File: src/hdl/abrb_pkg.sv
package abrb_pkg;

  localparam int unsigned CfgIdxW    = 3;
  localparam int unsigned CfgDataW   = 13;
  localparam int unsigned QDepth     = 4;
  localparam int unsigned QPtrW      = 2;
  localparam int unsigned FbAddrMaxW = 24;

  typedef enum logic [CfgIdxW-1:0] {
    CfgDestX      = 3'd0,
    CfgDestY      = 3'd1,
    CfgRectWidth  = 3'd2,
    CfgRectHeight = 3'd3,
    CfgSrcLeft    = 3'd4,
    CfgSrcTop     = 3'd5,
    CfgSrcStride  = 3'd6
  } cfg_idx_e;

  typedef struct packed {
    logic [8:0]  dest_x;
    logic [8:0]  dest_y;
    logic [9:0]  rect_width;
    logic [9:0]  rect_height;
    logic [11:0] src_left;
    logic [11:0] src_top;
    logic [12:0] src_stride;
  } cfg_t;

  typedef struct packed {
    logic [FbAddrMaxW-1:0] fb_addr;
    logic [17:0]           dest_index;
    logic [23:0]           source_index;
    logic                  dropped;
    logic                  last;
    logic [31:0]           pixel;
  } item_t;

endpackage

File: src/hdl/abrb_front.sv
module abrb_front
  import abrb_pkg::*;
#(
  parameter int unsigned FB_WIDTH  = 512,
  parameter int unsigned FB_HEIGHT = 512
) (
  input  logic        clk_i,
  input  logic        rst_ni,
  input  cfg_t        cfg_i,
  input  logic        cfg_we_i,
  input  logic        clearing_i,
  input  logic        in_valid_i,
  output logic        in_stall_o,
  input  logic [31:0] source_pixel_i,
  input  logic        q_full_i,
  output logic        q_push_o,
  output item_t       q_item_o
);

  localparam int unsigned DidxW = $clog2(FB_WIDTH) + 14;
  localparam logic [DidxW-1:0] FbWords = DidxW'(FB_WIDTH * FB_HEIGHT);
  localparam logic [DidxW-1:0] RowStep = DidxW'(FB_WIDTH);

  logic [9:0]       col_q, row_q;
  logic [DidxW-1:0] drow_q, dprod_q;
  logic [23:0]      srow_q, sprod_q;
  logic [1:0]       settle_q;

  logic [DidxW-1:0] didx, d_base;
  logic [23:0]      sidx, s_base;
  logic             row_end, last, drop, accept;

  function automatic logic [31:0] swizzle(input logic [31:0] w);
    return {w[7:0], w[15:8], w[23:16], w[31:24]};
  endfunction

  always_comb begin
    didx    = drow_q + DidxW'(col_q);
    sidx    = srow_q + 24'(col_q);
    d_base  = dprod_q + DidxW'(cfg_i.dest_x);
    s_base  = sprod_q + 24'(cfg_i.src_left);
    row_end = (11'(col_q) + 11'd1) >= 11'(cfg_i.rect_width);
    last    = row_end && ((11'(row_q) + 11'd1) >= 11'(cfg_i.rect_height));
    drop    = didx >= FbWords;
  end

  assign in_stall_o = clearing_i || (settle_q != 2'd0) || q_full_i;
  assign accept     = in_valid_i && !in_stall_o;
  assign q_push_o   = accept;

  always_comb begin
    q_item_o.fb_addr      = FbAddrMaxW'(didx);
    q_item_o.dest_index   = didx[17:0];
    q_item_o.source_index = sidx;
    q_item_o.dropped      = drop;
    q_item_o.last         = last;
    q_item_o.pixel        = swizzle(source_pixel_i);
  end

  always_ff @(posedge clk_i or negedge rst_ni) begin
    if (!rst_ni) begin
      dprod_q <= '0;
      sprod_q <= '0;
    end else begin
      dprod_q <= DidxW'(cfg_i.dest_y) * RowStep;
      sprod_q <= 24'(cfg_i.src_top) * 24'(cfg_i.src_stride);
    end
  end

  always_ff @(posedge clk_i or negedge rst_ni) begin
    if (!rst_ni) begin
      col_q    <= '0;
      row_q    <= '0;
      drow_q   <= '0;
      srow_q   <= '0;
      settle_q <= '0;
    end else if (cfg_we_i) begin
      col_q    <= '0;
      row_q    <= '0;
      settle_q <= 2'd2;
    end else begin
      if (settle_q != 2'd0) begin
        settle_q <= settle_q - 2'd1;
      end
      if (settle_q == 2'd1) begin
        drow_q <= d_base;
        srow_q <= s_base;
      end else if (accept) begin
        if (row_end) begin
          col_q <= '0;
          if (last) begin
            row_q  <= '0;
            drow_q <= d_base;
            srow_q <= s_base;
          end else begin
            row_q  <= row_q + 10'd1;
            drow_q <= drow_q + RowStep;
            srow_q <= srow_q + 24'(cfg_i.src_stride);
          end
        end else begin
          col_q <= col_q + 10'd1;
        end
      end
    end
  end

endmodule

File: config.mk
export PLATFORM = sky130hd
export DESIGN_NAME = abrb_front
export DESIGN_NICKNAME = d
export VERILOG_FILES = /design/src/hdl/abrb_pkg.sv /design/src/hdl/abrb_front.sv
export SDC_FILE = /design/constraint.sdc
export NUM_CORES = 1
export LEC_CHECK = 0
export BUFFER_PORTS_ARGS = -buffer_cell sky130_fd_sc_hd__buf_2
export CORE_MARGIN = 10
export CORE_UTILIZATION = 25
export DETAILED_ROUTE_END_ITERATION = 8
export GPL_ROUTABILITY_DRIVEN = 0
export GPL_TIMING_DRIVEN = 1
export HOLD_SLACK_MARGIN = 0.1
export PLACE_DENSITY = 0.49
export SKIP_CTS_REPAIR_TIMING = 1
export SLEW_MARGIN = 20
export SYNTH_ARGS = -nofsm -noshare
export SYNTH_HDL_FRONTEND = slang
export SYNTH_SLANG_ARGS = --single-unit
export TNS_END_PERCENT = 10
File: constraint.sdc
create_clock -name clk_i -period 4.6 [get_ports clk_i]
set_input_delay 0 -clock clk_i [delete_from_list [all_inputs] [get_ports clk_i]]
set_output_delay 0 -clock clk_i [all_outputs]
set_load 0.1 [all_outputs]
Word-level counts from Yosys, hierarchy flattened

Cells that the tools add are included.

Bits in registers: 102
Bits in latches: 0
Memory bits (writable): 0
Bits in read-only memories: 0
Input bits: 113
Output and inout bits: 102
Logic and storage cells: 58
Memories: 0

Add/subtract/negate cells: 11
Multiply operators: 1
Divide/modulo/power cells: 0
$lt $le $gt $ge: 3
Equal/unequal tests: 2
Shift operators: 0
Muxes and demuxes: 19
Bitwise gates (word level): 1
Reductions and logical operators: 14

Operator list:

| kind                                                                | number |
|---|---|
| two-way mux 24 bit                                                  | 4 |
| two-way mux 23 bit                                                  | 4 |
| two-way mux 10 bit                                                  | 9 |
| adder 24 x 10 -> 24 bit                                             | 1 |
| adder 24 x 12 -> 24 bit                                             | 1 |
| adder 24 x 13 -> 24 bit                                             | 1 |
| multiplier 12 x 13 -> 24 bit                                        | 1 |
| adder 23 x 10 -> 23 bit                                             | 1 |
| adder 23 x 10 -> 23 bit, second input constant                      | 1 |
| greater-or-equal comparator 23 x 19 -> 1 bit, second input constant | 1 |
| adder 10 x 1 -> 11 bit, second input constant                       | 2 |
| greater-or-equal comparator 11 x 10 -> 1 bit                        | 2 |
| adder 10 x 1 -> 10 bit, second input constant                       | 2 |
| adder 18 x 9 -> 19 bit                                              | 1 |
| nonzero test 2 bit                                                  | 6 |
| AND reduction 3 bit                                                 | 2 |
| two-way mux 2 bit                                                   | 2 |
| equality test 2 x 1 -> 1 bit, second input constant                 | 1 |
| logical AND 1 bit                                                   | 2 |
| logical OR 1 bit                                                    | 2 |
| inequality test 2 bit, second input constant                        | 1 |
| AND reduction 2 bit                                                 | 1 |
| subtractor 2 x 1 -> 2 bit, second input constant                    | 1 |
| zero test 1 bit                                                     | 1 |
| NOT 1 bit                                                           | 1 |

Longest topological paths before layout

Depth in word-level cells: 8
Depth in mapped cells: 22
Gate-level depth less buffers: 20

Worst setup path before layout

No wires, ideal clock.

Path kind: input-to-reg
Start point: input cfg_i[5] (netlist name)
End point: register sprod_q[21]
Setup time: 131 ps
Arrival: 4798 ps
Required time: 4469 ps
Setup slack: -329 ps
Cell stages on the path: 20
Path buffers: 2
Cell sequence: clkbuf_1 > nand2_1 > fa_1 > fa_1 > fa_1 > inv_1 > fa_1 > inv_1 > fa_1 > inv_1 > ha_1 > clkbuf_1 > a21oi_1 > nor2b_1 > nor2_1 > a31oi_1 > and4_1 > a2111oi_2 > o21ai_0 > xor2_1

Word-level cells in the longest chain between the ends: 1

Ends and longest elaborated chain:

| what                         | RTL line         | source |
|---|---|---|
| start: declaration           | abrb_front.sv:9  | `input cfg_t cfg_i,` |
| multiplier 12 x 13 -> 24 bit | abrb_front.sv:66 | `sprod_q <= 24'(cfg_i.src_top) * 24'(cfg_i.src_stride);` |
| end signal: assignment       | abrb_front.sv:66 |  |
| end: declaration             | abrb_front.sv:26 | `logic [23:0] srow_q, sprod_q;` |

No other way between the ends.
A chain may end at the register's enable or synchronous reset.

Final worst setup path

Start point: input cfg_i[5] (netlist name)
End point: register sprod_q[19]

Same word-level chain as after synthesis.

==> out/results.tsv <==
metric	value	unit
wl_per_cell	15.70	um
clock_path_buffers	2	
cts_root_buf	clkbuf_16	
grt_remaining_overflow	0	
yosysWarningCount	0	
core-area	0.05130	mm^2
required	4.84	ns
arrival	4.70	ns
setup.worst_path.end_class	register	
firstDrtPassIters	4	
multi_input_area	0.009190	mm^2
outcome	finished, final reports clean	
start_util	25.27	%
utilization	30.29	%
ant_nets	0	
maxSlewHeadroom	33.33	%
nNetsFinal	2056	
dieArea	0.06136	mm^2
viasPerCell	4.489	
worst_slew_pin_slew	0.9968	ns
grt_usage	11.90	%
clk_pin_slew	0.08	ns
yosys-top-cells-count	204 x inv_1, 202 x nand2_1, 130 x ha_1, 113 x fa_1, 102 x dfrtp_1	
critical_path.max_fanout	7	
synth-edff-count	0	
route.detailed.drc	0	
grt_pass1_wl	58930	um
num_io_pins	215	
drt_iter0_drc	620	
drive_above_1_share	16.95	%
ir_worst_vdd	0.3822	mV
grt_setup_unrepaired	false	
cts_tree	done	
synth_fp_nets	1878	
port_buffers	149	
ys_seq_area_share	19.69	%
fin_crit	4.457	ns
design_area	0.01554	mm^2
power_leakage	0.007671	uW
ys_top_cells_by_area	dfrtp_1 20%, fa_1 17%, ha_1 13%	
synth.ff_latch_count	102	
path_class	input pin to register	
die_h	247.7	um
drv_slew	0	
syn_inst	1522	
yosysUniqueCellTypes	81	
syn_area	0.01296	mm^2
clk_latency	0.37	ns
area.sequential	0.002552	mm^2
fp.dieW	247.7	um
p_total	8013	uW
start_kind	input pin	
antenna_found_initial	1	
syn2layout_area_growth	19.89	%
post-route-period-util	96.90	%
std_cell_rows	83	
postSynthAreaPerCell	8.517	um^2
hold_viol	0	
antennaDiodeCount	0	
skew	0.01592	ns
holdWs	0.07877	ns
num_vias	10707	
grt_pass1_vias	10994	
synth_top_area_share	19.69	%
yosysTopAreaCell	dfrtp_1	
post_dp_cell_area	0.01453	mm^2
finalSetupViolCount	0	
grt_max_degree	67	
routed_wl	37450	um
dp_hpwl	30720	um
cts_sinks	102	
h-tree-depth	3	
p_per_area	515.6	mW/mm^2
ys_async_sr_fraction	100.0	%
nFillCells	5517	
hold_class	input pin to register	
cts_buffers	9	
synthFlopType	dfrtp_1	
synth_most_common_cell	inv_1	
max_freq	224.3	MHz
setup_tns	0	ns
drv_cap	0	
## state kept, by name, indices dropped and copies added, names as in the netlist
| register | cells |
|---|---|
| srow_q | 24 |
| col_q | 10 |
| settle_q | 2 |
| sprod_q | 24 |
| dprod_q | 9 |
| row_q | 10 |
| drow_q | 23 |
## cells by family after synthesis
group,count (synthesis),share of synthesized area (%)
muxes,3,0.2413
AOI/OAI and AO/OA,252,13.31
adders and majority gates,243,30.00
xor gates and xnor gates,109,7.365
and+or+nand+nor,500,18.55
other,1,0.02893
buffers and inverters,312,10.81
DFF,102,19.69
## cells in the final DEF, fill, tap and decap left out, drive strengths merged, types with 10 or more instances in the layout
cell type and count:
and2 57, inv 208, nand2 203, a211oi 10
xor2 38, nand4 17, nor2b 16, o21a 12
fa 113, and3 14, ha 130, a21oi 64
clkbuf 11, xnor2 71, o21ai 61, a21o 15
a31oi 12, nand3 42, dfrtp 102, nor3 22
nor2 83, dlygate4sd3 53, buf 220, nand2b 15
## path summary, 6_finish.rpt
path,startpoint,end,slack [ns],cells after the start
min in group asynchronous,rst_ni,drow_q[3]$_DFFE_PN0P_,0.14,2
hold reg to reg,drow_q[2]$_DFFE_PN0P_,drow_q[2]$_DFFE_PN0P_,0.49,2
setup reg to reg,col_q[0]$_DFFE_PN0P_,srow_q[18]$_DFFE_PN0P_,0.75,13
setup / recovery,cfg_i[5],sprod_q[19]$_DFF_PN0_,0.14,18
max in group asynchronous,rst_ni,sprod_q[20]$_DFF_PN0_,3.20,3
hold / removal,cfg_i[25],srow_q[0]$_DFFE_PN0P_,0.08,4
## worst max-delay path, stage by stage
cell,delay [ns]
buf_2,0.15
buf_4,0.15
and2_1,0.17
fa_2,0.48
fa_1,0.58
fa_2,0.46
fa_1,0.54
inv_1,0.05
fa_1,0.41
inv_1,0.11
ha_4,0.23
a21o_4,0.24
a31oi_4,0.14
a31oi_2,0.06
and4_1,0.21
a2111oi_4,0.40
o21bai_1,0.15
xor2_1,0.18
## through the flow
step                instances  setup WS (ns)
finish                   2385         0.1427
global route             2385       0.009674
CTS                      2330         0.1302
detailed placement       2314        -0.2581
global placement         2314        -0.1813
floorplan                1522      0.0007527
## power by group
group	switching [uW]	leakage, uW	internal (uW)
Clock	404	0.000152	437
Combinational	3370	0.00621	2520
Sequential	165	0.00131	1120
Total	3940	0.00767	4080
## final cells by class
class,instances,area share (%)
clock buffer,9,1.449
clock inverter,7,0.5716
timing repair buffer,275,12.02
inverter,204,4.927
multi-input combinational,1108,59.13
tap,680,5.475
sequential,102,16.42
## metal layers
layer  part of all wire [%]  wire, um  up-vias  track usage [%]
met5                  0.029        11        -                0
met4                    1.0       380        2            2.295
met3                    4.8      1780       20            1.914
met2                     49     18270      196            20.66
met1                     45     17010     5177            15.36
li1                       -         -     5312                -
(Power assumes the default switching activity.)
