--- src/hdl/abrb_pkg.sv ---
package abrb_pkg;

  localparam int unsigned CfgIdxW    = 3;
  localparam int unsigned CfgDataW   = 13;
  localparam int unsigned QDepth     = 4;
  localparam int unsigned QPtrW      = 2;
  localparam int unsigned FbAddrMaxW = 24;

  typedef enum logic [CfgIdxW-1:0] {
    CfgDestX      = 3'd0,
    CfgDestY      = 3'd1,
    CfgRectWidth  = 3'd2,
    CfgRectHeight = 3'd3,
    CfgSrcLeft    = 3'd4,
    CfgSrcTop     = 3'd5,
    CfgSrcStride  = 3'd6
  } cfg_idx_e;

  typedef struct packed {
    logic [8:0]  dest_x;
    logic [8:0]  dest_y;
    logic [9:0]  rect_width;
    logic [9:0]  rect_height;
    logic [11:0] src_left;
    logic [11:0] src_top;
    logic [12:0] src_stride;
  } cfg_t;

  typedef struct packed {
    logic [FbAddrMaxW-1:0] fb_addr;
    logic [17:0]           dest_index;
    logic [23:0]           source_index;
    logic                  dropped;
    logic                  last;
    logic [31:0]           pixel;
  } item_t;

endpackage

--- src/hdl/abrb_queue.sv ---
module abrb_queue
  import abrb_pkg::*;
(
  input  logic  clk_i,
  input  logic  rst_ni,
  input  logic  push_i,
  input  item_t push_item_i,
  output logic  full_o,
  input  logic  pop_i,
  output logic  empty_o,
  output item_t head_o
);

  item_t            slot_q [QDepth];
  logic [QPtrW-1:0] wptr_q, rptr_q;
  logic [QPtrW:0]   cnt_q;
  logic             do_push, do_pop;

  assign full_o  = cnt_q == (QPtrW + 1)'(QDepth);
  assign empty_o = cnt_q == '0;
  assign head_o  = slot_q[rptr_q];
  assign do_push = push_i && !full_o;
  assign do_pop  = pop_i && !empty_o;

  always_ff @(posedge clk_i) begin
    if (do_push) begin
      slot_q[wptr_q] <= push_item_i;
    end
  end

  always_ff @(posedge clk_i or negedge rst_ni) begin
    if (!rst_ni) begin
      wptr_q <= '0;
      rptr_q <= '0;
      cnt_q  <= '0;
    end else begin
      if (do_push) begin
        wptr_q <= wptr_q + 1'b1;
      end
      if (do_pop) begin
        rptr_q <= rptr_q + 1'b1;
      end
      if (do_push && !do_pop) begin
        cnt_q <= cnt_q + 1'b1;
      end else if (do_pop && !do_push) begin
        cnt_q <= cnt_q - 1'b1;
      end
    end
  end

endmodule

--- config.mk ---
export PLATFORM = sky130hd
export DESIGN_NAME = abrb_queue
export DESIGN_NICKNAME = d
export VERILOG_FILES = /design/src/hdl/abrb_pkg.sv /design/src/hdl/abrb_queue.sv
export SDC_FILE = /design/constraint.sdc
export NUM_CORES = 1
export LEC_CHECK = 0
export BUFFER_PORTS_ARGS = -buffer_cell sky130_fd_sc_hd__buf_2
export CAP_MARGIN = 15
export CELL_PAD_IN_SITES_DETAIL_PLACEMENT = 2
export CELL_PAD_IN_SITES_GLOBAL_PLACEMENT = 2
export CORE_ASPECT_RATIO = 0.7
export CORE_UTILIZATION = 45
export CTS_CLUSTER_DIAMETER = 120
export DETAILED_ROUTE_END_ITERATION = 8
export PLACE_DENSITY_LB_ADDON = 0.08
export SETUP_SLACK_MARGIN = 0.5
export SLEW_MARGIN = 20
export SYNTH_ARGS = -nofsm -noshare
export SYNTH_HDL_FRONTEND = slang
export SYNTH_SLANG_ARGS = --single-unit
--- constraint.sdc ---
create_clock -name clk_i -period 4.95 [get_ports clk_i]
set_clock_uncertainty 0.2 [all_clocks]
set_input_delay 0.495 -clock clk_i [delete_from_list [all_inputs] [get_ports clk_i]]
set_output_delay 0.495 -clock clk_i [all_outputs]
set_load 0.005 [all_outputs]
# Word level (Yosys, flattened, before mapping)
# Memories as Yosys holds them, arrays and structs flattened.
# Index checks and enable logic that the tools add are counted.
classes:
  addsub: 4
  n_eq_ne: 1
  muxes: 4
  reduce_logical: 10
op_table:
  columns: ["cell", "count"]
  rows:
  - ["3-bit two-way mux", 2]
  - ["2-bit by 1-bit adder with 2-bit output (second input constant)", 2]
  - ["1-bit logical AND", 4]
  - ["1-bit zero test", 4]
  - ["3-bit by 1-bit adder with 3-bit output (second input constant)", 1]
  - ["3-bit == test (second input constant)", 1]
  - ["3-bit zero test", 1]
  - ["3-bit by 1-bit subtractor with 3-bit output (second input constant)", 1]
  - ["1-bit two-way mux", 2]
  - ["2-bit nonzero test", 1]
word_totals:
  regBits: 7
  ramBits: 400
  input_bits: 104
  word_cells: 23
  n_memories: 1
memory_table:
  columns: ["memory", "depth", "word_bits", "rd", "rd_ports_with_merged_regs", "write_ports", "line_no", "text"]
  rows:
  - ["slot_q", 4, 100, 1, 0, 1, "abrb_queue.sv:14", "item_t slot_q [QDepth];"]

# Logic depth before layout (Yosys ltp)
# Gate-level depths: netlist (run 1).
depth:
  depth_word: 7
  depth_mapped: 9

# Worst setup path before layout (run 1)
# Ideal clock, no wire load.
synth_timing:
  path_type: "flip-flop to flip-flop"
  from: "reg cnt_q[2]"
  to: "mem slot_q[0][0] (netlist name) (enable)"
  setup_time_ns: 0.470
  t_arrival_ns: 3.125
  slack_ns: 1.154
  path_stages_with_launch: 5
  path_buffers: 1
  path_cell_list: "dfrtp_1 nor3b_2 nor2b_1 buf_2 and2_1"
synth_via:
  elab_chain_len: 5
synth_rtl:
  columns: ["element", "line_no", "text"]
  rows:
  - ["start, declared", "abrb_queue.sv:16", "logic [QPtrW:0] cnt_q;"]
  - ["start signal, assigned", "abrb_queue.sv:44", "cnt_q <= cnt_q + 1'b1;"]
  - ["start signal, assigned", "abrb_queue.sv:46", "cnt_q <= cnt_q - 1'b1;"]
  - ["3-bit == test", "abrb_queue.sv:19", "assign full_o = cnt_q == (QPtrW + 1)'(QDepth);"]
  - ["via full_o", "abrb_queue.sv:8", "output logic full_o,"]
  - ["1-bit zero test", "abrb_queue.sv:22", "assign do_push = push_i && !full_o;"]
  - ["1-bit logical AND", "abrb_queue.sv:22", null]
  - ["via do_push", "abrb_queue.sv:17", "logic do_push, do_pop;"]
  - ["1-bit two-way mux", "abrb_queue.sv:26", "if (do_push) begin"]
  - ["1-bit two-way mux (implied by the code)", "abrb_queue.sv:27", "slot_q[wptr_q] <= push_item_i;"]
  - ["end, declared", "abrb_queue.sv:14", null]
# The timed path passes the listed nets, and every way through them passes these cells.

==> results of run 1 <==
-- through the flow --
stage | instance area, µm² | hold slack [ns] | setup slack, ns | util [%] | instances
2_1_floorplan | 14850 | -0.0005910 | 1.154 | - | 558
3_3_place_gp | 16380 | 0.1358 | 1.950 | 50.55 | 1178
3_5_place_dp | 16380 | 0.1424 | 1.938 | 50.55 | 1178
4_1_cts | 18600 | 0.001625 | 1.326 | 57.39 | 1343
5_1_grt | 18610 | 0.001975 | 1.223 | 57.40 | 1345
6_report | 18610 | 0.01252 | 1.439 | 57.42 | 1347
-- area by class of cell --
class	count	area share (%)
flip-flops and latches	407	65.52
multi-input cells	124	13.34
repair buffers	312	11.39
clock buffers	57	6.172
well taps	427	2.871
clock inverters	12	0.5715
inverters	4	0.08068
diodes	4	0.05379
-- what timing repair did --
action | CTS | global route
gates resized for setup | 0 | 0
hold endpoints to repair | 387 | 0
hold buffers | 96 | 0
endpoints found under the setup margin | 0 | 0
setup buffers | 0 | 0
-- power groups by stage --
stage	logic (µW)	registers, µW	clock network (µW)
final	2820	4990	2990
after global routing	3040	5080	3180
after CTS	2880	5020	3060
after detailed placement	2800	5080	0
after global placement	2720	4970	0
after floorplan	1830	4790	0
-- state kept, by name, summed over array words and instances, names as in the netlist --
signal and cells:
slot_q 400, cnt_q 3, rptr_q 2, wptr_q 2
-- layout by cell type (no fill, tap or decap), drive strengths merged --
cell / n
and2: 4
buf: 216
bufinv: 2
clkbuf: 57
clkinv: 9
dfrtp: 7
diode: 4
dlygate4sd3: 96
edfxtp: 400
fa: 1
ha: 5
inv: 5
mux2: 2
mux4: 100
nand2: 1
nand3: 1
nor2: 1
nor2b: 1
nor3b: 1
or3: 1
xnor2: 4
xor2: 2
-- metal layers --
layer | up-vias | track usage, % | part of all wire (%)
met5 | - | 0 | 0.036
met4 | 2 | 5.787 | 1.9
met3 | 52 | 4.886 | 5.2
met2 | 217 | 38.37 | 51
met1 | 3847 | 28.98 | 41
li1 | 3078 | - | -
-- how the worst max path moves through the flow --
stage,endpoint,slack [ns]
4_1_cts,head_o[9],1.33
3_3_place_gp,head_o[5],1.95
5_1_grt,head_o[4],1.22
6_report,head_o[4],1.44
2_1_floorplan,slot_q[0][0],1.15
3_5_place_dp,head_o[9],1.94
-- logic make-up after synthesis --
family | count (synthesis) | share of synthesized area, %
adder cells (fa/ha/maj) | 6 | 0.5561
AND/OR/NAND/NOR | 10 | 0.4212
buffers and inverters | 27 | 1.281
multiplexers | 102 | 15.32
flip-flops | 407 | 82.07
XOR/XNOR | 6 | 0.3539
==> flow_summary.toml, run 1 <==
[routing]
wl_per_cell_um = 27.12
antenna_left = 0
first_pass_iters = 4
drt-total-wl_um = 36520
post_drt_via_cell_ratio = 5.342
drt_iter0_markers = 442
remaining_drc_errors = 0
num_vias = 7196

[grt]
grt_pass1_wl_um = 54280
antenna_found_initial = 3
track_usage_pct = 22.36
grt_max_degree = 64
gr-total-overflow = 0
grt_pass1_vias = 8174

[yosys]
synthFlopType = "edfxtp_1"
ys_ff_latch = 407
yosysTopAreaCell = "edfxtp_1"
synthCells = 558
async_flop_share_pct = 1.720
synth.distinct_cells = 20
yosys.area.top_type_share_pct = 80.89
yosys-top-cells-count = "edfxtp_1, mux4_2, buf_2"
yosysSeqAreaShare_pct = 82.07
syn_nets = 668
avgSynthCellArea_um2 = 26.61
synthMostInstantiatedCell = "edfxtp_1"
synth-edff-count = 400
yosysWarnings = 0
synth_area_leaders = "edfxtp_1, mux4_2, dfrtp_1"
synthesis.area_mm2 = 0.01485

[timing]
setup_viol = 0
tns_ns = 0
min_period_ns = 3.511
rsz0062_at_grt = "false"
hold_violations = 0
worst_pin_slew_ns = 1.036
fin_crit_sh_pct = 70.94
slew_viol_final = 0
relSlewSlack_pct = 30.90
fmax_ghz = 0.2848

[setup_path]
path_buf_inv = 2
cp_max_fo = 44
critical-path-max-stage-delay_ns = 1.00
crit_chain = "buf_4 > mux4_2 > buf_2"
crit_family = "flip-flops"
r2r_start = "cnt_q[2]"
worstPathArrival_ns = 2.82
cp.depth = 3
criticalPathCategory = "reg -> out"
slowest_stage = "dfrtp_4"
r2r_cells = 4
r2r-end = "slot_q[1][44]"
crit_path_start = "rptr_q[0]"
start_kind = "register"
critPathRequiredTime_ns = 4.26
crit_path_end_kind = "primary output"
reg2reg_slack_ns = 2.02

[clock_network]
cts.clk_slew.worst_paths_ns = 0.06
cts_root_buf = "clkbuf_16"
insertion_delay_ns = 0.54
cts.sinks = 407
cts_buffer_depth = 3
cts_htree_levels = 2
numCtsBuffers = 41
cts_tree = "yes"

[floorplanning]
start_util_pct = 45.81
io_pins = 206
die_h_um = 154.0
core-area_mm2 = 0.03241
row_count = 55
die_area_mm2 = 0.03374
die_w_um = 219.1

[power_and_ir_drop]
switching_share_pct = 28.60
clock_power_share_pct = 27.7
ir_worst_vdd_mv = 0.3391
power_uw = 10800
power.internal_uw = 7712
leakage_uw = 0.006395
power.density_mw_per_mm2 = 580.4
p_sw_uw = 3089
seqPwrFrac_pct = 46.2
p_comb_share_pct = 26.1

[finish]
fin_nets = 1000
area_growth_pct = 25.33
multi_input_area_mm2 = 0.002482
n_fill_cell = 2652
regArea_mm2 = 0.01219
drive_above_1_share_pct = 41.05

[outcome]
outcome = "finished clean"

[placement]
io_buffers = 205
gp_congestion = 0.7354
dp_hpwl_um = 22190

[min_path]
worstHoldStart = "push_item_i[42]"
hold_class = "in -> reg"
hold_end = "slot_q[1][42]"
hold-path-cell-count = 1

[run]
drv_cap = 0
Note: power is estimated with default switching activity, not from simulation.
==> run 2, diff against run 1 <==
Clock period 4.95 ns to 3.5 ns, I/O delays scaled along.
==> flow_summary.toml, run 2 (same netlist as run 1, synthesis figures left out) <==
[grt]
antenna_found_initial = 3
grt_pass1_wl_um = 61180
grt_max_degree = 56
grt_pass1_vias = 8471
track_usage_pct = 25.85
gr-total-overflow = 0

[floorplanning]
die_area_mm2 = 0.03374
die_h_um = 154.0
start_util_pct = 45.81
row_count = 55
core-area_mm2 = 0.03241
io_pins = 206
die_w_um = 219.1

[finish]
multi_input_area_mm2 = 0.002485
fin_nets = 1018
n_fill_cell = 2613
drive_above_1_share_pct = 42.23
layout_common_cells = "edfxtp_1, buf_2, dlygate4sd3_1"
regArea_mm2 = 0.01219
final_common_cell = "edfxtp_1"
top_regs = "slot_q x400, cnt_q x3"
area_growth_pct = 27.80
largest_reg_flops = 400
largest_register = "slot_q"

[routing]
post_drt_via_cell_ratio = 5.392
wl_per_cell_um = 31.12
remaining_drc_errors = 0
antenna_left = 0
drt-total-wl_um = 42600
num_vias = 7382
first_pass_iters = 4
drt_iter0_markers = 518

[clock_network]
cts.sinks = 407
cts.clk_slew.worst_paths_ns = 0.07
cts_buffer_depth = 3
cts_htree_levels = 2
cts_root_buf = "clkbuf_16"
cts_tree = "yes"
insertion_delay_ns = 0.55
numCtsBuffers = 40

[timing]
relSlewSlack_pct = 52.48
min_period_ns = 2.845
fin_crit_sh_pct = 81.30
worst_slack_ns = 0.6546
tns_ns = 0
hold_slack_ns = 0.1227
hold_violations = 0
slew_viol_final = 0
worst_pin_slew_ns = 0.7128
fmax_ghz = 0.3514
setup_viol = 0
rsz0062_at_grt = "false"

[power_and_ir_drop]
p_comb_share_pct = 28.2
ir_worst_vdd_mv = 0.4265
seqPwrFrac_pct = 42.8
leakage_uw = 0.006575
switching_share_pct = 29.65
power.density_mw_per_mm2 = 849.8
p_sw_uw = 4781
clock_power_share_pct = 29.0
power.internal_uw = 11350

[setup_path]
crit_end = "cnt_q[2]"
crit_path_end_kind = "register"
r2r_cells = 8
r2r-end = "cnt_q[2]"
reg2reg_slack_ns = 0.65
r2r_start = "cnt_q[0]"
crit_path_start = "cnt_q[0]"
start_kind = "register"
worstPathArrival_ns = 3.06
critPathRequiredTime_ns = 3.71
cp_max_fo = 4
criticalPathCategory = "reg -> reg"

[placement]
dp_slack_ns = 0.8304
io_buffers = 205
gp_congestion = 0.7152
dp_hpwl_um = 22170

[run]
drv_cap = 0

[outcome]
outcome = "finished clean"

[min_path]
hold_class = "in -> reg"
run 2: cell count changes in the layout (fill, tap and decap cells not counted), moves of 3 or more:
| cell | change |
|---|---|
| clkinv_2 | +3 |
| dlygate4sd3_1 | +7 |
| buf_4 | +4 |
| buf_12 | +6 |
| bufinv_16 | +4 |
| clkinv_1 | -4 |
run 2: critical path, cell delays in order, from the launching register on:
cell	delay (ns)
dfrtp_1	0.45
or3_1	0.46
nand2_1	0.17
ha_1	0.24
inv_1	0.08
fa_1	0.40
xor2_1	0.18
nor2_1	0.18
xor2_1	0.35
run 2: metrics by stage:
step / power (µW) / instances / util [%] / cell area (µm²)
floorplan: 9306 / 558 / - / 14850
global placement: 10990 / 1181 / 50.85 / 16480
detailed placement: 11230 / 1181 / 50.85 / 16480
CTS: 16060 / 1358 / 58.24 / 18880
global route: 16780 / 1368 / 58.54 / 18970
finish: 16130 / 1369 / 58.55 / 18980
run 2: worst min path at each step:
stage,end,startpoint,slack [ns],cells after the start
floorplan,cnt_q[0],rst_ni,-0.15,0
global route,wptr_q[0],push_i,0.11,3
CTS,wptr_q[0],push_i,0.13,3
finish,wptr_q[0],push_i,0.12,3
global placement,rptr_q[1],rst_ni,0.007,1
detailed placement,rptr_q[1],rst_ni,0.02,1
run 2: final cells by class:
type	count	share of cell area (%)
multi-input cells	124	13.09
diodes	2	0.02637
well taps	427	2.815
clock inverters	16	1.240
clock buffers	58	5.954
repair buffers	331	12.53
inverters	4	0.07912
flip-flops and latches	407	64.26
run 2: what timing repair did:
item,4_1_cts,5_1_grt
setup buffers,0,9
gates resized for setup,0,2
setup endpoints to repair,0,57
hold endpoints to repair,409,0
hold buffers,103,0
run 2: routing by layer:
layer  GRT usage [%]  up-vias  part of all wire (%)
li1                -     3114                     -
met1           32.88     3952                    39
met2           44.82      254                    53
met3           5.519       62                   5.5
met4           7.440        0                   2.5
met5               0        -                     0
run 2: power by group through the flow:
stage / Sequential (µW) / Clock [µW] / Combinational, µW
2_1_floorplan: 6710 / 0 / 2600
3_3_place_gp: 6850 / 0 / 4140
3_5_place_dp: 7000 / 0 / 4240
4_1_cts: 6940 / 4710 / 4420
5_1_grt: 6970 / 4920 / 4890
6_report: 6900 / 4680 / 4550
